## config.mk

```make
export PLATFORM = sky130hd
export DESIGN_NAME = skts_ram
export DESIGN_NICKNAME = d
export VERILOG_FILES = /design/src/hdl/skts_ram.sv
export SDC_FILE = /design/constraint.sdc
export NUM_CORES = 1
export LEC_CHECK = 0
export ABC_AREA = 1
export ABC_CLOCK_PERIOD_IN_PS = 1100
export BUFFER_PORTS_ARGS = -buffer_cell sky130_fd_sc_hd__buf_4
export CORE_UTILIZATION = 43
export DETAILED_ROUTE_END_ITERATION = 10
export PLACE_DENSITY = 0.72
export SYNTH_ARGS = -nofsm -noshare
export SYNTH_HDL_FRONTEND = slang
export SYNTH_SLANG_ARGS = --single-unit
export TNS_END_PERCENT = 1
```

## constraint.sdc

```tcl
create_clock -name clk -period 1.1 [get_ports clk]
set_clock_uncertainty 0.05 [all_clocks]
set_input_delay 0.11 -clock clk [delete_from_list [all_inputs] [get_ports clk]]
set_output_delay 0.11 -clock clk [all_outputs]
set_load 0.02 [all_outputs]
```

## src/hdl/skts_ram.sv

```systemverilog
`timescale 1ns / 1ps

module skts_ram #(
  parameter int WIDTH = 8,
  parameter int DEPTH = 16
) (
  input  logic                     clk,
  input  logic                     we,
  input  logic [$clog2(DEPTH)-1:0] waddr,
  input  logic [WIDTH-1:0]         wdata,
  input  logic [$clog2(DEPTH)-1:0] raddr,
  output logic [WIDTH-1:0]         rdata
);

  logic [WIDTH-1:0] mem [DEPTH];

  always_ff @(posedge clk) begin
    if (we) begin
      mem[waddr] <= wdata;
    end
    rdata <= mem[raddr];
  end

endmodule

```

==> results.yml, run 1 <==
outcome:
  status: "finished clean"
layout:
  mostFrequentLayoutCells: "173 x nand2_1, 128 x edfxtp_1, 99 x inv_1"
  fin_area_sq_um: 6970
  antennaDiodeCount: 0
  final_nets: 619
  final_cells: 786
  syn_to_final_growth_pct: 20.87
  final_common_cell: "nand2_1"
  drive_gt1_share_pct: 14.01
routing:
  via_count: 3941
  viasPerCell: 5.014
  dr.pass1.iters: 5
  wl_per_cell_microns: 16.23
  antenna_left: 0
  wirelength_microns: 12760
  drt-initial-drc-count: 402
  drc: 0
power_and_ir_drop:
  leakage_uw: 0.003017
  combPwrFrac_pct: 6.9
  powerDensity_nw_per_um2: 1777
  power.switching_uw: 2551
  clkPwrFrac_pct: 46.0
  swShare_pct: 20.60
  peakVddDrop_uv: 1565
  p_int_uw: 9837
  pwr-share-seq_pct: 47.1
synthesis:
  ys.warnings.count: 0
  synthCells: 551
  synthesis.nets: 569
  yosysTopAreaCellShare_pct: 66.65
  synth_top_area_cell: "edfxtp_1"
  synthesis.area_sq_um: 5767
  avgSynthCellArea_sq_um: 10.47
  synthTopCellsByArea: "edfxtp_1 67%, nand2_1 11%, nand3_1 8.4%, inv_1 6.5%, dfxtp_1 2.8%"
  synthDistinctLibCells: 12
  synth-seq-area-share_pct: 69.43
  ys_ff_latch: 136
worst_setup_path:
  worst-path-max-fanout: 1
  cp.required_ns: 1.34
  startpoint_type: "flop"
  cp_cell_sequence: "inv_1 -> nand2_1 -> nand3_1 -> nand3_1 -> nand3_2 -> nand2_1"
  worstSetupPathType: "reg2reg"
  endpoint_kind: "flop"
  critPathArrivalTime_ns: 1.32
  critPathSlowestCell: "edfxtp_1"
  max_stage_delay_ns: 0.36
sta:
  relSlewSlack_pct: 84.66
  drv_slew: 0
  min_period_ns: 1.073
  tns_ns: 0
  rsz0062_at_grt: "true"
  timing.fmax_mhz: 932.4
  worst_pin_slew_ns: 0.2302
  finalHoldViolCount: 0
  setup_viol: 0
  fin_crit_sh_pct: 97.50
  timing.final.ws_setup_ns: 0.02747
global_route:
  overflow: 0
  antenna_found_initial: 0
  grtUsageMet2_pct: 32.32
  grt_pass1_wl_microns: 20050
  grt_pass1_vias: 3839
  grt.total_usage_pct: 19.51
  grt_util_met1_pct: 24.11
  top_usage_layer: "met2"
  grt_start_max_net_pins: 34
  grtUsageMet3_pct: 4.797
floorplanning:
  io_pins: 26
  rows: 41
  fp.dieW_microns: 117.8
  core_area_sq_um: 12820
  design.die.area_sq_um: 13880
  initial_core_util_pct: 44.97
  die_h_microns: 117.8
placed_design:
  port_buffers: 25
  post-dp-hpwl_microns: 7770
  dp_slack_ns: -0.1316
  gp_congestion: 0.8392
  postPlaceCellArea_sq_um: 6279
  placed_cells: 749
clock_network:
  clock-root-buffer: "clkbuf_16"
  cts_tree: "yes"
  h-tree-depth: 4
  cts_buffers: 17
  cts_buffer_depth: 2
  clock_latency_ns: 0.41
  cts_sinks: 136
  clk_pin_slew_ns: 0.05
  postCtsSetupRepairBufs: 0
worst_hold_path:
  hold_class: "in2reg"
job:
  maxCapViolCount: 0
==> synth_stat cells <==
cell	n
nand3b_1	2
buf_6	6
buf_4	4
nor2_1	17
inv_1	100
buf_1	1
nand3_1	97
buf_2	13
nand2_1	173
edfxtp_1	128
inv_2	2
dfxtp_1	8
==> power by group through the flow <==
stage	clock [uW]	sequential, uW	combinational (uW)
6_report	5700	5830	859
5_1_grt	5980	5840	937
4_1_cts	5760	5830	838
3_5_place_dp	0	5930	816
3_3_place_gp	0	5930	800
2_1_floorplan	0	5970	409
==> routing by layer <==
layer / share of wire (%) / vias to the layer above / wire (microns)
li1: - / 1874 / -
met1: 41 / 1865 / 5264
met2: 50 / 168 / 6320
met3: 6.3 / 34 / 800
met4: 2.9 / 0 / 371
met5: 0 / - / 0
==> stage by stage <==
stage,power [uW],hold slack [ns],util (%)
6_report,12390,0.01809,54.35
5_1_grt,12760,0.01565,54.35
4_1_cts,12430,0.01269,53.97
3_5_place_dp,6751,0.3791,48.96
3_3_place_gp,6731,0.3922,48.96
2_1_floorplan,6380,0.1589,-
==> cell families (layout without fill, tap and decap cells) <==
logic type,Yosys count,count (layout),synth area share [%]
buffers and inverters,126,189,9.525
flip-flops,136,136,69.43
AND/OR/NAND/NOR,289,289,21.05
==> what timing repair did <==
item                                    CTS  global route
resized for setup                         0            11
hold endpoints to repair                 42             0
hold buffers                              5             0
endpoints found under the setup margin    0             7
==> cell type report <==
class	instances	area [sq um]
clock buffers	20	436.7
clock inverters	12	156.4
fillers	1065	5854
inverters	102	386.6
multi-input cells	289	1254
flip-flops and latches	136	4005
well taps	172	215.2
repair buffers	55	516.7
==> critical path, delay by kind of cell (launching register included) <==
| kind | cells | cell delay, ns |
|---|---|---|
| buffers and inverters | 1 | 0.06 |
| DFF | 1 | 0.36 |
| and+or+nand+nor | 5 | 0.49 |
==> state kept, by name, summed over array words and instances (netlist names) <==
register / count
mem: 128
rdata: 8
==> path summary, 6_finish.rpt <==
check                                start         to  slack [ns]  depth (start not counted)
worst max-delay path             mem[1][5]   rdata[5]        0.03                          6
worst min register to register  mem[10][6]   rdata[6]        0.60                          6
worst max register to register   mem[1][5]   rdata[5]        0.03                          6
worst min-delay path              wdata[5]  mem[6][5]        0.02                          1
Note: power is estimated with default switching activity, not from simulation.
==> inputs of run 2 (changes only) <==
CORE_UTILIZATION = 55   (was 43)
GPL_TIMING_DRIVEN = 0   (was default)
PLACE_DENSITY = 0.86   (was 0.72)
==> results.yml, run 2 (synthesis results as in run 1) <==
outcome:
  status: "finished, violations left"
  violations: "setup timing"
sta:
  hold_ws_ns: 0.03187
  min_period_ns: 1.120
  timing.final.ws_setup_ns: -0.01994
  rsz0062_at_grt: "true"
  setup_viol: 8
  relSlewSlack_pct: 44.79
  drv_slew: 0
  worst_pin_slew_ns: 0.8251
  fin_crit_sh_pct: 101.8
  finalHoldViolCount: 0
  timing.fmax_mhz: 892.9
worst_setup_path:
  critPathArrivalTime_ns: 0.96
  ff2ff_setup_slack_ns: 0.01
  cp_top_family: "flip-flops"
  max_stage_delay_ns: 0.32
  startpoint_type: "flop"
  cp.required_ns: 0.94
  worst-path-max-fanout: 1
  critPathBufInv: 1
  startpoint: "rdata[3]"
  reg2reg_depth: 6
  rr_startpoint: "mem[0][4]"
  endpoint_kind: "output port"
  critPathSlowestCell: "dfxtp_2"
  cp_cell_sequence: "buf_6"
  worstSetupPathType: "reg2out"
  path_depth: 1
  reg2reg_to: "rdata[4]"
  crit_end: "rdata[3]"
floorplanning:
  fp.dieW_microns: 104.4
  io_pins: 26
  initial_core_util_pct: 56.37
  design.die.area_sq_um: 10900
  die_h_microns: 104.4
  rows: 37
  core_area_sq_um: 10230
routing:
  drc: 0
  wirelength_microns: 13980
  wl_per_cell_microns: 18.56
  via_count: 4157
  viasPerCell: 5.521
  dr.pass1.iters: 6
  drt-initial-drc-count: 549
  antenna_left: 0
power_and_ir_drop:
  peakVddDrop_uv: 1316
  leakage_uw: 0.002977
  powerDensity_nw_per_um2: 1800
  total_power_uw: 12420
placed_design:
  post-dp-hpwl_microns: 8657
  port_buffers: 22
  postPlaceCellArea_sq_um: 6102
  placed_cells: 709
  gp_congestion: 0.9319
global_route:
  antenna_found_initial: 0
  overflow: 0
  grt.total_usage_pct: 27.43
  grt_start_max_net_pins: 17
  grt_pass1_vias: 4059
  grt_pass1_wl_microns: 21750
worst_hold_path:
  hold_class: "in2reg"
layout:
  regMostFlops: "mem"
  drive_gt1_share_pct: 16.05
  syn_to_final_growth_pct: 19.70
  top_regs: "mem: 128 flops, rdata: 8 flops"
  fin_area_sq_um: 6903
  final_nets: 622
  final_common_cell: "nand2_1"
  mostFrequentLayoutCells: "173 x nand2_1, 128 x edfxtp_1, 99 x inv_1"
  largest_reg_flops: 128
  final_util_pct: 67.47
  final_cells: 753
  antennaDiodeCount: 0
  fillers: 695
clock_network:
  cts_tree: "yes"
  cts_sinks: 136
  postCtsSetupRepairBufs: 0
  clk_pin_slew_ns: 0.06
  h-tree-depth: 4
  cts_buffers: 17
  clock_latency_ns: 0.52
  clock-root-buffer: "clkbuf_8"
  cts_buffer_depth: 2
job:
  maxCapViolCount: 0
-- run 2: cell count changes in the layout (fill, tap and decap cells not counted), moves of 5 or more --
cell,previous run,this run
clkinv_1,5,0
buf_2,0,13
nor2_2,0,6
buf_6,1,14
dfxtp_1,7,0
buf_12,7,0
dfxtp_2,1,8
buf_4,42,18
nor2_1,17,11
dlygate4sd3_1,5,12
-- run 2: what timing repair did --
item / 4_1_cts / 5_1_grt
hold buffers: 12 / 0
gates cloned: 0 / 0
endpoints found under the setup margin: 16 / 71
hold endpoints to repair: 135 / 0
resized for setup: 17 / 11
-- run 2: worst min path at each step --
stage                        start   endpoint  cells past startpoint
final                     raddr[2]   rdata[0]                      4
after global routing      raddr[2]   rdata[4]                      4
after CTS                 raddr[2]   rdata[3]                      4
after detailed placement  wdata[5]  mem[3][5]                      1
after global placement    wdata[5]  mem[3][5]                      1
after floorplan           wdata[0]  mem[0][0]                      0
-- run 2: report_power, final --
| part | internal [uW] | switching, uW |
|---|---|---|
| clock network | 3520 | 2170 |
| registers | 5800 | 38.2 |
| logic | 309 | 588 |
-- run 2: final cells by class --
class / count / area, sq um / share of cell area, %
Clock inverter: 14 / 172.7 / 2.501
Sequential cell: 136 / 4014 / 58.15
Inverter: 102 / 382.9 / 5.546
Buffer: 24 / 166.4 / 2.411
Timing Repair Buffer: 34 / 315.3 / 4.568
Multi-Input combinational cell: 289 / 1254 / 18.16
Tap cell: 136 / 170.2 / 2.465
Clock buffer: 18 / 427.9 / 6.199
-- run 2: worst reg2reg max path, delay by kind of cell (launching register included) --
family	cells	cell delay [ns]
buffers and inverters	1	0.10
flip-flops	1	0.39
AND/OR/NAND/NOR	5	0.44
-- run 2: per-layer routing --
layer | part of all wire, % | vias to the layer above | global-route usage [%]
met5 | 0 | - | 0
met4 | 4.0 | 0 | 13.88
met3 | 9.9 | 50 | 5.138
met2 | 47 | 299 | 42.81
met1 | 39 | 1928 | 36.98
li1 | - | 1880 | -
-- run 2: through the flow --
step	TNS [ns]	worst slack, ns
6_report	-0.1354	-0.01994
5_1_grt	-0.8883	-0.04764
4_1_cts	-0.2308	-0.03192
3_5_place_dp	-54.16	-0.5689
3_3_place_gp	-49.23	-0.5153
2_1_floorplan	-0.6940	-0.01084
